## src/tccw_pkg.sv

```systemverilog
package tccw_pkg;

	// Screen geometry and tab stop
	localparam int SCREEN_WIDTH  = 80;
	localparam int SCREEN_HEIGHT = 25;
	localparam int TAB_WIDTH     = 4;

	// Field widths fixed by the ports
	localparam int ROW_W   = 5;
	localparam int COL_W   = 7;
	localparam int CHAR_W  = 8;
	localparam int COLOR_W = 8;
	localparam int MODE_W  = 2;

	localparam int TAB_CNT_W = (TAB_WIDTH > 1) ? $clog2(TAB_WIDTH) : 1;

	localparam logic [COL_W-1:0]     COL_LAST     = COL_W'(SCREEN_WIDTH - 1);
	localparam logic [ROW_W-1:0]     ROW_LAST     = ROW_W'(SCREEN_HEIGHT - 1);
	localparam logic [TAB_CNT_W-1:0] TAB_CNT_LAST = TAB_CNT_W'(TAB_WIDTH - 1);

	// Command modes
	localparam logic [MODE_W-1:0] MODE_PUT   = 2'd0;
	localparam logic [MODE_W-1:0] MODE_CLEAR = 2'd1;
	localparam logic [MODE_W-1:0] MODE_INIT  = 2'd2;

	// Character codes
	localparam logic [CHAR_W-1:0] CH_NUL     = 8'd0;
	localparam logic [CHAR_W-1:0] CH_TAB     = 8'd9;
	localparam logic [CHAR_W-1:0] CH_NEWLINE = 8'd10;
	localparam logic [CHAR_W-1:0] CH_SPACE   = 8'd32;

	localparam logic [COLOR_W-1:0] DEFAULT_COLOR = 8'd7;

	typedef enum logic [2:0] {
		ST_IDLE,
		ST_PRE_CLR,
		ST_PUT_CHAR,
		ST_WRAP_CLR,
		ST_TAB,
		ST_TAB_FLUSH,
		ST_FILL
	} state_t;

	// Result of the shared cursor advance unit
	typedef struct packed {
		logic [ROW_W-1:0] row_nx;
		logic [COL_W-1:0] col_nx;
		logic             row_end;
		logic             col_end;
	} adv_t;

	// One span command
	typedef struct packed {
		logic [ROW_W-1:0]   row;
		logic [COL_W-1:0]   first_col;
		logic [COL_W-1:0]   last_col;
		logic [CHAR_W-1:0]  ch;
		logic [COLOR_W-1:0] color;
		logic               last;
	} span_t;

endpackage

```

## src/tccw_adv.sv

```systemverilog
module tccw_adv (
	input  logic [tccw_pkg::ROW_W-1:0] row_in,
	input  logic [tccw_pkg::COL_W-1:0] col_in,
	output tccw_pkg::adv_t             adv
);

	// Step column and row by one, each wrapping to zero at its limit
	always_comb begin
		adv.col_end = (col_in == tccw_pkg::COL_LAST);
		adv.row_end = (row_in == tccw_pkg::ROW_LAST);
		adv.col_nx  = adv.col_end ? '0 : col_in + 1'b1;
		adv.row_nx  = adv.row_end ? '0 : row_in + 1'b1;
	end

endmodule

```

## src/tccw_seq.sv

```systemverilog
module tccw_seq (
	input  logic                         clk,
	input  logic                         arst_n,
	input  logic                         in_valid,
	output logic                         in_stall,
	input  logic [tccw_pkg::MODE_W-1:0]  mode,
	input  logic [tccw_pkg::CHAR_W-1:0]  char_code,
	input  logic                         cfg_valid,
	output logic                         cfg_ready,
	input  logic [tccw_pkg::COLOR_W-1:0] cfg_color,
	input  logic                         ofree,
	output logic                         emit,
	output tccw_pkg::span_t              span
);

	tccw_pkg::state_t state_q, state_d;

	logic [tccw_pkg::COLOR_W-1:0]   color_q, color_d;
	logic [tccw_pkg::ROW_W-1:0]     crow_q, crow_d;
	logic [tccw_pkg::COL_W-1:0]     ccol_q, ccol_d;
	logic                           wrap_q, wrap_d;
	logic                           clr_last_q, clr_last_d;
	logic                           open_q, open_d;
	logic [tccw_pkg::TAB_CNT_W-1:0] tab_cnt_q, tab_cnt_d;
	logic [tccw_pkg::CHAR_W-1:0]    ch_q, ch_d;
	logic [tccw_pkg::ROW_W-1:0]     run_row_q, run_row_d;
	logic [tccw_pkg::COL_W-1:0]     run_first_q, run_first_d;
	logic [tccw_pkg::COL_W-1:0]     run_last_q, run_last_d;
	logic [tccw_pkg::ROW_W-1:0]     fill_row_q, fill_row_d;

	logic [tccw_pkg::ROW_W-1:0] adv_row;
	logic [tccw_pkg::ROW_W-1:0] tab_row;
	logic [tccw_pkg::COL_W-1:0] tab_first;
	logic                       step_last;
	tccw_pkg::adv_t             adv;

	// Shared advance unit, fed the cursor or the fill row counter
	tccw_adv u_adv (
		.row_in (adv_row),
		.col_in (ccol_q),
		.adv    (adv)
	);

	assign step_last = (tab_cnt_q == tccw_pkg::TAB_CNT_LAST);
	assign tab_row   = open_q ? run_row_q : crow_q;
	assign tab_first = open_q ? run_first_q : ccol_q;

	// Next state, register updates and span generation
	always_comb begin
		state_d     = state_q;
		color_d     = color_q;
		crow_d      = crow_q;
		ccol_d      = ccol_q;
		wrap_d      = wrap_q;
		clr_last_d  = clr_last_q;
		open_d      = open_q;
		tab_cnt_d   = tab_cnt_q;
		ch_d        = ch_q;
		run_row_d   = run_row_q;
		run_first_d = run_first_q;
		run_last_d  = run_last_q;
		fill_row_d  = fill_row_q;
		adv_row     = crow_q;
		emit        = 1'b0;
		span        = '0;
		in_stall    = (state_q != tccw_pkg::ST_IDLE);
		cfg_ready   = (state_q == tccw_pkg::ST_IDLE);

		unique case (state_q)
			tccw_pkg::ST_IDLE: begin
				if (cfg_valid) begin
					color_d = cfg_color;
				end
				if (in_valid) begin
					case (mode)
						tccw_pkg::MODE_PUT: begin
							if (char_code == tccw_pkg::CH_NEWLINE) begin
								ccol_d = '0;
								crow_d = adv.row_nx;
								if (adv.row_end) begin
									wrap_d     = 1'b1;
									clr_last_d = 1'b1;
									state_d    = tccw_pkg::ST_WRAP_CLR;
								end
							end else if (char_code == tccw_pkg::CH_TAB) begin
								tab_cnt_d = '0;
								open_d    = 1'b0;
								state_d   = tccw_pkg::ST_TAB;
							end else begin
								ch_d    = char_code;
								state_d = (wrap_q && !adv.col_end) ? tccw_pkg::ST_PRE_CLR
								                                   : tccw_pkg::ST_PUT_CHAR;
							end
						end
						tccw_pkg::MODE_CLEAR: begin
							fill_row_d = '0;
							state_d    = tccw_pkg::ST_FILL;
						end
						tccw_pkg::MODE_INIT: begin
							color_d    = tccw_pkg::DEFAULT_COLOR;
							crow_d     = '0;
							ccol_d     = '0;
							fill_row_d = '0;
							state_d    = tccw_pkg::ST_FILL;
						end
						default: begin
							state_d = tccw_pkg::ST_IDLE;
						end
					endcase
				end
			end

			// Blank the rest of the line once the screen has wrapped
			tccw_pkg::ST_PRE_CLR: begin
				if (ofree) begin
					emit    = 1'b1;
					span    = '{crow_q, adv.col_nx, tccw_pkg::COL_LAST,
					            tccw_pkg::CH_NUL, color_q, 1'b0};
					state_d = tccw_pkg::ST_PUT_CHAR;
				end
			end

			tccw_pkg::ST_PUT_CHAR: begin
				if (ofree) begin
					emit    = 1'b1;
					span    = '{crow_q, ccol_q, ccol_q, ch_q, color_q,
					            !(adv.col_end && adv.row_end)};
					ccol_d  = adv.col_nx;
					state_d = tccw_pkg::ST_IDLE;
					if (adv.col_end) begin
						crow_d = adv.row_nx;
						if (adv.row_end) begin
							wrap_d     = 1'b1;
							clr_last_d = 1'b1;
							state_d    = tccw_pkg::ST_WRAP_CLR;
						end
					end
				end
			end

			// Clear of row 0 after the cursor wraps off the bottom
			tccw_pkg::ST_WRAP_CLR: begin
				if (ofree) begin
					emit    = 1'b1;
					span    = '{'0, '0, tccw_pkg::COL_LAST, tccw_pkg::CH_NUL,
					            color_q, clr_last_q};
					state_d = clr_last_q ? tccw_pkg::ST_IDLE : tccw_pkg::ST_TAB;
				end
			end

			// A space per cycle; row-end runs close, waiting for ofree
			tccw_pkg::ST_TAB: begin
				if (adv.col_end) begin
					if (ofree) begin
						emit      = 1'b1;
						span      = '{tab_row, tab_first, ccol_q, tccw_pkg::CH_SPACE,
						              color_q, step_last && !adv.row_end};
						ccol_d    = adv.col_nx;
						crow_d    = adv.row_nx;
						open_d    = 1'b0;
						tab_cnt_d = tab_cnt_q + 1'b1;
						if (adv.row_end) begin
							wrap_d     = 1'b1;
							clr_last_d = step_last;
							state_d    = tccw_pkg::ST_WRAP_CLR;
						end else if (step_last) begin
							state_d = tccw_pkg::ST_IDLE;
						end
					end
				end else begin
					ccol_d      = adv.col_nx;
					open_d      = 1'b1;
					run_row_d   = tab_row;
					run_first_d = tab_first;
					run_last_d  = ccol_q;
					tab_cnt_d   = tab_cnt_q + 1'b1;
					if (step_last) begin
						state_d = tccw_pkg::ST_TAB_FLUSH;
					end
				end
			end

			tccw_pkg::ST_TAB_FLUSH: begin
				if (ofree) begin
					emit    = 1'b1;
					span    = '{run_row_q, run_first_q, run_last_q, tccw_pkg::CH_SPACE,
					            color_q, 1'b1};
					state_d = tccw_pkg::ST_IDLE;
				end
			end

			// Screen fill, one row per beat
			tccw_pkg::ST_FILL: begin
				adv_row = fill_row_q;
				if (ofree) begin
					emit       = 1'b1;
					span       = '{fill_row_q, '0, tccw_pkg::COL_LAST, tccw_pkg::CH_SPACE,
					               color_q, adv.row_end};
					fill_row_d = adv.row_nx;
					if (adv.row_end) begin
						state_d = tccw_pkg::ST_IDLE;
					end
				end
			end

			default: begin
				state_d = tccw_pkg::ST_IDLE;
			end
		endcase
	end

	// State register
	always_ff @(posedge clk or negedge arst_n) begin
		if (!arst_n) begin
			state_q <= tccw_pkg::ST_IDLE;
		end else begin
			state_q <= state_d;
		end
	end

	// Cursor, colour and sequencing control
	always_ff @(posedge clk or negedge arst_n) begin
		if (!arst_n) begin
			color_q    <= tccw_pkg::DEFAULT_COLOR;
			crow_q     <= '0;
			ccol_q     <= '0;
			wrap_q     <= 1'b0;
			clr_last_q <= 1'b0;
			open_q     <= 1'b0;
			tab_cnt_q  <= '0;
			fill_row_q <= '0;
		end else begin
			color_q    <= color_d;
			crow_q     <= crow_d;
			ccol_q     <= ccol_d;
			wrap_q     <= wrap_d;
			clr_last_q <= clr_last_d;
			open_q     <= open_d;
			tab_cnt_q  <= tab_cnt_d;
			fill_row_q <= fill_row_d;
		end
	end

	// Payload held across the sequence
	always_ff @(posedge clk) begin
		ch_q        <= ch_d;
		run_row_q   <= run_row_d;
		run_first_q <= run_first_d;
		run_last_q  <= run_last_d;
	end

	a_emit_free: assert property (@(posedge clk) disable iff (!arst_n)
		emit |-> ofree)
		else $error("span issued while output stage full");

	a_idle_quiet: assert property (@(posedge clk) disable iff (!arst_n)
		(state_q == tccw_pkg::ST_IDLE) |-> !emit)
		else $error("span issued from idle");

	a_span_order: assert property (@(posedge clk) disable iff (!arst_n)
		emit |-> (span.first_col <= span.last_col && span.row <= tccw_pkg::ROW_LAST))
		else $error("malformed span");

	a_wrap_sticky: assert property (@(posedge clk) disable iff (!arst_n)
		!$fell(wrap_q))
		else $error("wrapped flag dropped");

	a_cursor_range: assert property (@(posedge clk) disable iff (!arst_n)
		(ccol_q <= tccw_pkg::COL_LAST) && (crow_q <= tccw_pkg::ROW_LAST))
		else $error("cursor off screen");

endmodule

```

## src/text_console_cursor_writer_unit.sv

```systemverilog
// Text console cursor writer.
// Input channel (in_valid / in_stall, fields mode and char_code) takes one
// command beat: put a character, clear the screen or initialise. Each command
// is turned into zero or more span beats on the output channel (out_valid /
// out_stall): fill row, columns first_column..last_column, with fill_char in
// fill_color; last marks the final span of a command.
// The colour register is written through cfg_valid / cfg_ready / text_color,
// only while no command is in progress.
// Timing: a command is taken from idle, then the sequencer takes one step
// per cycle and passes spans through a single output register, each visible
// the cycle after its step. A command keeps in_stall high until its last
// span has been issued; a newline without wrap is taken without leaving
// idle. A tab steps through its spaces and sends its last run from a flush
// step, or from its last step when that space lands in the last column,
// and clears row 0 when it wraps the screen. The shared row/column advance
// unit sets the rate. Once a span is held back in the output register by
// out_stall, the sequencer waits at its next span and in_stall stays high
// until the command has finished. Reset clears the cursor and wrapped flag
// and sets the colour to 7; no clearing pass is needed.
module text_console_cursor_writer_unit (
	input  logic                         clk,
	input  logic                         arst_n,
	input  logic                         in_valid,
	output logic                         in_stall,
	input  logic [tccw_pkg::MODE_W-1:0]  mode,
	input  logic [tccw_pkg::CHAR_W-1:0]  char_code,
	input  logic                         cfg_valid,
	output logic                         cfg_ready,
	input  logic [tccw_pkg::COLOR_W-1:0] text_color,
	output logic                         out_valid,
	input  logic                         out_stall,
	output logic [tccw_pkg::ROW_W-1:0]   row,
	output logic [tccw_pkg::COL_W-1:0]   first_column,
	output logic [tccw_pkg::COL_W-1:0]   last_column,
	output logic [tccw_pkg::CHAR_W-1:0]  fill_char,
	output logic [tccw_pkg::COLOR_W-1:0] fill_color,
	output logic                         last
);

	logic            ofree;
	logic            emit;
	logic            out_valid_q;
	tccw_pkg::span_t span;
	tccw_pkg::span_t span_q;

	tccw_seq u_seq (
		.clk       (clk),
		.arst_n    (arst_n),
		.in_valid  (in_valid),
		.in_stall  (in_stall),
		.mode      (mode),
		.char_code (char_code),
		.cfg_valid (cfg_valid),
		.cfg_ready (cfg_ready),
		.cfg_color (text_color),
		.ofree     (ofree),
		.emit      (emit),
		.span      (span)
	);

	// Output stage: free when empty or being taken this cycle
	assign ofree = !out_valid_q || !out_stall;

	always_ff @(posedge clk or negedge arst_n) begin
		if (!arst_n) begin
			out_valid_q <= 1'b0;
		end else if (ofree) begin
			out_valid_q <= emit;
		end
	end

	always_ff @(posedge clk) begin
		if (emit) begin
			span_q <= span;
		end
	end

	assign out_valid    = out_valid_q;
	assign row          = span_q.row;
	assign first_column = span_q.first_col;
	assign last_column  = span_q.last_col;
	assign fill_char    = span_q.ch;
	assign fill_color   = span_q.color;
	assign last         = span_q.last;

endmodule

```

## config.mk

```make
export PLATFORM = sky130hd
export DESIGN_NAME = text_console_cursor_writer_unit
export DESIGN_NICKNAME = d
export VERILOG_FILES = /design/src/tccw_pkg.sv /design/src/tccw_adv.sv /design/src/tccw_seq.sv /design/src/text_console_cursor_writer_unit.sv
export SDC_FILE = /design/constraint.sdc
export NUM_CORES = 1
export LEC_CHECK = 0
export ABC_CLOCK_PERIOD_IN_PS = 3900
export CORE_ASPECT_RATIO = 0.6
export CORE_UTILIZATION = 35
export CTS_BUF_LIST = sky130_fd_sc_hd__clkbuf_4 sky130_fd_sc_hd__clkbuf_8
export CTS_CLUSTER_DIAMETER = 50
export DETAILED_ROUTE_END_ITERATION = 16
export DONT_BUFFER_PORTS = 1
export PLACE_DENSITY_LB_ADDON = 0.25
export RECOVER_POWER = 100
export SYNTH_ARGS = -nofsm -noshare
export SYNTH_HDL_FRONTEND = slang
export SYNTH_HIERARCHICAL = 1
export SYNTH_SLANG_ARGS = --single-unit
export TNS_END_PERCENT = 50
```

## constraint.sdc

```tcl
create_clock -name clk -period 3.9 [get_ports clk]
set_clock_uncertainty 0.05 [all_clocks]
set_input_delay 0.39 -clock clk [delete_from_list [all_inputs] [get_ports clk]]
set_output_delay 0.39 -clock clk [all_outputs]
set_load 0.005 [all_outputs]
```

**Word level (Yosys, flattened, before mapping)**

Cells that the tools add are included.

- Register bits: 97
- Output and inout bits: 39

- Equal/unequal tests: 35
- Reductions and logical operators: 26
- Muxes and demuxes: 90
- $add $sub $neg: 3
- Bitwise logic cells: 3

Operator list:

| cell | number |
|---|---|
| two-way mux 36 bit | 6 |
| case mux 36 bit (6 select lines) | 1 |
| two-way mux 5 bit | 11 |
| two-way mux 3 bit | 17 |
| two-way mux 7 bit | 6 |
| two-way mux 1 bit | 25 |
| two-way mux 24 bit | 1 |
| two-way mux 8 bit | 3 |
| case mux 3 bit (7 select lines) | 1 |
| case mux 7 bit (3 select lines) | 1 |
| case mux 5 bit (2 select lines) | 2 |
| != test 2 bit (second input constant) | 9 |
| == test 8 x 4 -> 1 bit (second input constant) | 2 |
| two-way mux 2 bit | 8 |
| AND reduction 8 bit | 2 |
| case mux 5 bit (3 select lines) | 1 |
| != test 2 x 1 -> 1 bit (second input constant) | 7 |
| case mux 7 bit (2 select lines) | 1 |
| AND reduction 11 bit | 1 |
| == test 3 bit (second input constant) | 3 |
| != test 3 x 1 -> 1 bit (second input constant) | 3 |
| AND reduction 9 bit | 1 |
| AND reduction 4 bit | 2 |
| adder 7 x 1 -> 7 bit (second input constant) | 1 |
| other kinds (28) | 42 |

**Depth between registers and ports, before layout**

- Depth in word-level cells: 9
- Gate-level depth with buffers: 13
- Gate-level depth less buffers: 11

**Modules after synthesis**

Netlist, hierarchy kept.

Modules (own cells, without submodules):

| module | times used | cells each | area each (µm²) | seq. area each (µm²) |
|---|---|---|---|---|
| tccw_seq | 1 | 356 | 3563.4 | 1640.3 |
| text_console_cursor_writer_unit | 1 | 39 | 1117.3 | 1106.1 |
| tccw_adv | 1 | 34 | 241.5 | 0.0 |

**Worst setup path after synthesis**

Ideal clock, no wire load.

- Path type: reg2reg
- Start point: reg u_seq/ccol_q[0] (netlist name)
- End point: reg span_q (netlist bit fill_char[0]), enable pin
- Clock period less this slack: 3.601 ns
- Library setup time: 0.442 ns
- Data required time: 3.408 ns
- Arrival: 3.109 ns
- Cell stages (with the launch flop): 7
- Slack: 0.299 ns
- Path through: dfrtp_1 > ha_1 > nand3_2 > nor3b_2 > buf_6 > nand2_1 > a221oi_2

RTL lines:

| what | line | RTL |
|---|---|---|
| start, declared | tccw_seq.sv:20 | `logic [tccw_pkg::COL_W-1:0] ccol_q, ccol_d;` |
| start signal, assigned | tccw_seq.sv:235 | `ccol_q <= ccol_d;` |
| end signal, assigned | text_console_cursor_writer_unit.sv:74 | `span_q <= span;` |
| end, declared | text_console_cursor_writer_unit.sv:44 | `tccw_pkg::span_t span_q;` |

==> results.txt <==
Status - finished, violations left
Violated checks - capacitance limit, slew limit
Detailed Route WL - 12100 um
Cell Area, Synth - 4920 um2
Netlist cell types - 68
Yosys reg bits - 97
Syn. warnings - 6
Syn avg cell area - 11.5 um2
RSZ-0062 raised after global routing - false
Synth Instances - 429
Later-pin clock latency in the skew report - 0.37 ns
CTS tree - yes
Critical Path AT - 3.23 ns
Gr ovfl total - 0
Synth Area in Compound Gates - 0.153
Num CTS Buffers - 9
Die span in x - 155 um
Buf/Inv on CP - 2
Worst r2r dst - u_seq/run_last_q[0]
Post-synthesis net count - 459
VDD IR-drop max - 0.302 mV
Drt initial violations - 364
Setup TNS - 0 ns
Leakage - 2.02 nW
Site row count - 33
Drt first pass iters - 8
RR Startpoint - u_seq/ccol_q[0]
Post-synthesis sequential area ratio - 0.558
Crit Path Class - reg2reg
Largest net degree at the start of global routing - 40
Clk slew on worst S/H paths - 0.10 ns
IO Pins - 62
Vias post-DR - 3492
CP delay by family, top - simple AND/OR/NAND/NOR gates
Crit-path slowest cell - nor4b_4
Hold EP - u_seq/ch_q[6]
Post-CTS setup buffers - 0
Core area - 13700 um2
Worst hold margin - 0.0579 ns
CTS root buffer - clkbuf_8
Clock Tree Buf Depth - 2
CTS Sinks - 97
# setup viols final - 0
Post-Synth Adder-Cell Area - 0.0178
Cell repeated most along the worst path - clkbuf_1
Req. time, crit path - 3.86 ns
Proportion of layout cells with a drive suffix above 1 - 0.0940
Top cell type's share of synthesized area - 0.384
Synth top cells by count - edfxtp_1, nand2_1, dfrtp_1
Area leader, netlist - edfxtp_1
FF-to-FF path depth - 6
Crit-path cells - ha_1, nand3_1, nor3b_1, clkbuf_1, nor4b_4, clkbuf_1
Hold depth - 0
ANT nets after route - 0
Synth Area in XOR/XNOR - 0.0125
Slew margin rel. - -0.312
Tot GR Track Use - 0.174
Vias in the first global route - 3316
Slew at the pin with the worst max-slew slack - 1.97 ns
Hold Crit Start - char_code[6]
Largest cells by area after synthesis - edfxtp_1, dfrtp_1, nand2_1
Largest family of logic cells by synthesized area - simple AND/OR/NAND/NOR gates
Initial core utilization - 0.359
DRC - 0
Area Overhead vs Synth - 8.31%
# H-tree levels - 3
Gpl congestion - 0.904
Final hold viol count - 0
HPWL after DPL - 8590 um
Final #Nets - 461
Fmax - 0.305 GHz
Initial antenna violation count - 0
Post-DR wirelength/cell - 19.2 um
Main synth FF type - edfxtp_1
Slowest stage delay, CP - 0.86 ns
Startpoint Class - register
Die area - 14600 um2
Cell with the most instances after synthesis - edfxtp_1
Number of synthesized flops with an enable pin - 63
Post-synth ARST share - 0.351
Synth Area in Simple Gates - 0.177
Crit Path Max Fanout - 13
Port bufs - 0
Total power draw - 4.25 mW
Hold crit path type - in2reg
Chip Height - 93.9 um
Post-route clock period utilization - 0.839
Max_cap viols - 1
Pins Over Slew Limit - 35
First-pass GRT wire length - 19000 um
Power Dens Cells - 797 nW/um2
Via density - 5.56
Antenna cells - 0
Kind of end point of the critical path - register
R2R setup slack - 0.63 ns
Post-synthesis mux area share - 0.0468
Crit path time final - 3.27 ns
==> sequential cells by signal, summed over array words and instances (netlist names), 5 cells and up <==
| signal | cells |
|---|---|
| last_column | 7 |
| u_seq/run_last_q | 7 |
| u_seq/crow_q | 5 |
| fill_color | 8 |
| first_column | 7 |
| u_seq/run_row_q | 5 |
| u_seq/ccol_q | 7 |
| u_seq/run_first_q | 7 |
| row | 5 |
| fill_char | 8 |
| u_seq/fill_row_q | 5 |
| u_seq/color_q | 8 |
| u_seq/ch_q | 8 |
==> how the worst max path moves through the flow <==
stage,startpoint,endpoint,slack (ns),depth (start not counted)
floorplan,u_seq/ccol_q[0],fill_char[0],0.30,6
global placement,u_seq/state_q[2],u_seq/state_q[0],1.05,10
detailed placement,u_seq/state_q[2],u_seq/state_q[0],0.91,10
CTS,u_seq/state_q[2],u_seq/state_q[0],0.90,10
global route,u_seq/state_q[1],u_seq/state_q[2],0.32,10
finish,u_seq/ccol_q[0],u_seq/run_last_q[0],0.63,6
==> power breakdown <==
part / switching [mW] / total (mW) / internal (mW)
sequential: 0.267 / 1.92 / 1.65
combinational: 1.05 / 1.65 / 0.601
clock: 0.366 / 0.682 / 0.316
total: 1.68 / 4.25 / 2.57
==> repair_timing <==
| item | 4_1_cts | 5_1_grt |
|---|---|---|
| hold buffers | 2 | 0 |
| resized for setup | 0 | 0 |
| hold endpoints to repair | 34 | 0 |
==> layer usage <==
metal | routed length [um] | track usage
met1 | 6150 | 0.270
met2 | 4670 | 0.232
met3 | 1180 | 0.0503
met4 | 63 | 0.0388
met5 | 0 | 0
==> kinds of logic (layout without fill, tap and decap cells) <==
family,Yosys count,in the layout
XOR/XNOR,7,7
AND/OR/NAND/NOR,160,160
flip-flops,97,97
AO/OA/AOI/OAI,100,100
adder cells (fa/ha/maj),7,7
multiplexers,22,22
buffers and inverters,36,43
==> metrics by stage <==
stage                      util  worst slack (ns)  area [um2]  instances
final                     0.389             0.626        5330        628
after global routing      0.389             0.317        5330        628
after CTS                 0.393             0.897        5380        628
after detailed placement  0.376             0.908        5150        610
after global placement    0.376              1.05        5150        610
after floorplan               -             0.299        4920        429
==> placed cells by master, fill, tap and decap left out, types with 3 or more instances in the layout <==
master	count
a21o_1	4
a21oi_1	9
a221o_1	7
a222oi_1	7
a22o_1	10
a31oi_1	10
a32o_1	3
and2_0	8
and2_1	10
and3_1	4
buf_4	5
clkbuf_1	3
clkbuf_8	9
dfrtp_1	31
dfstp_2	3
edfxtp_1	63
ha_1	7
inv_1	15
mux2_1	5
mux2_2	3
mux2i_1	14
nand2_1	60
nand2b_1	7
nand3_1	20
nand3b_1	3
nor2_1	16
nor2b_1	7
nor3_1	4
o21ai_0	22
o21ai_1	4
o22ai_1	4
xnor2_1	3
xor2_1	4
==> cell type report <==
type,count,area (um2)
repair buffers,11,83.8
well taps,192,240
multi-input cells,296,2000
clock buffers,11,139
inverters,16,60.1
clock inverters,5,62.6
fillers,1354,8380
flip-flops and latches,97,2750
Note: power is estimated with default switching activity, not from simulation.
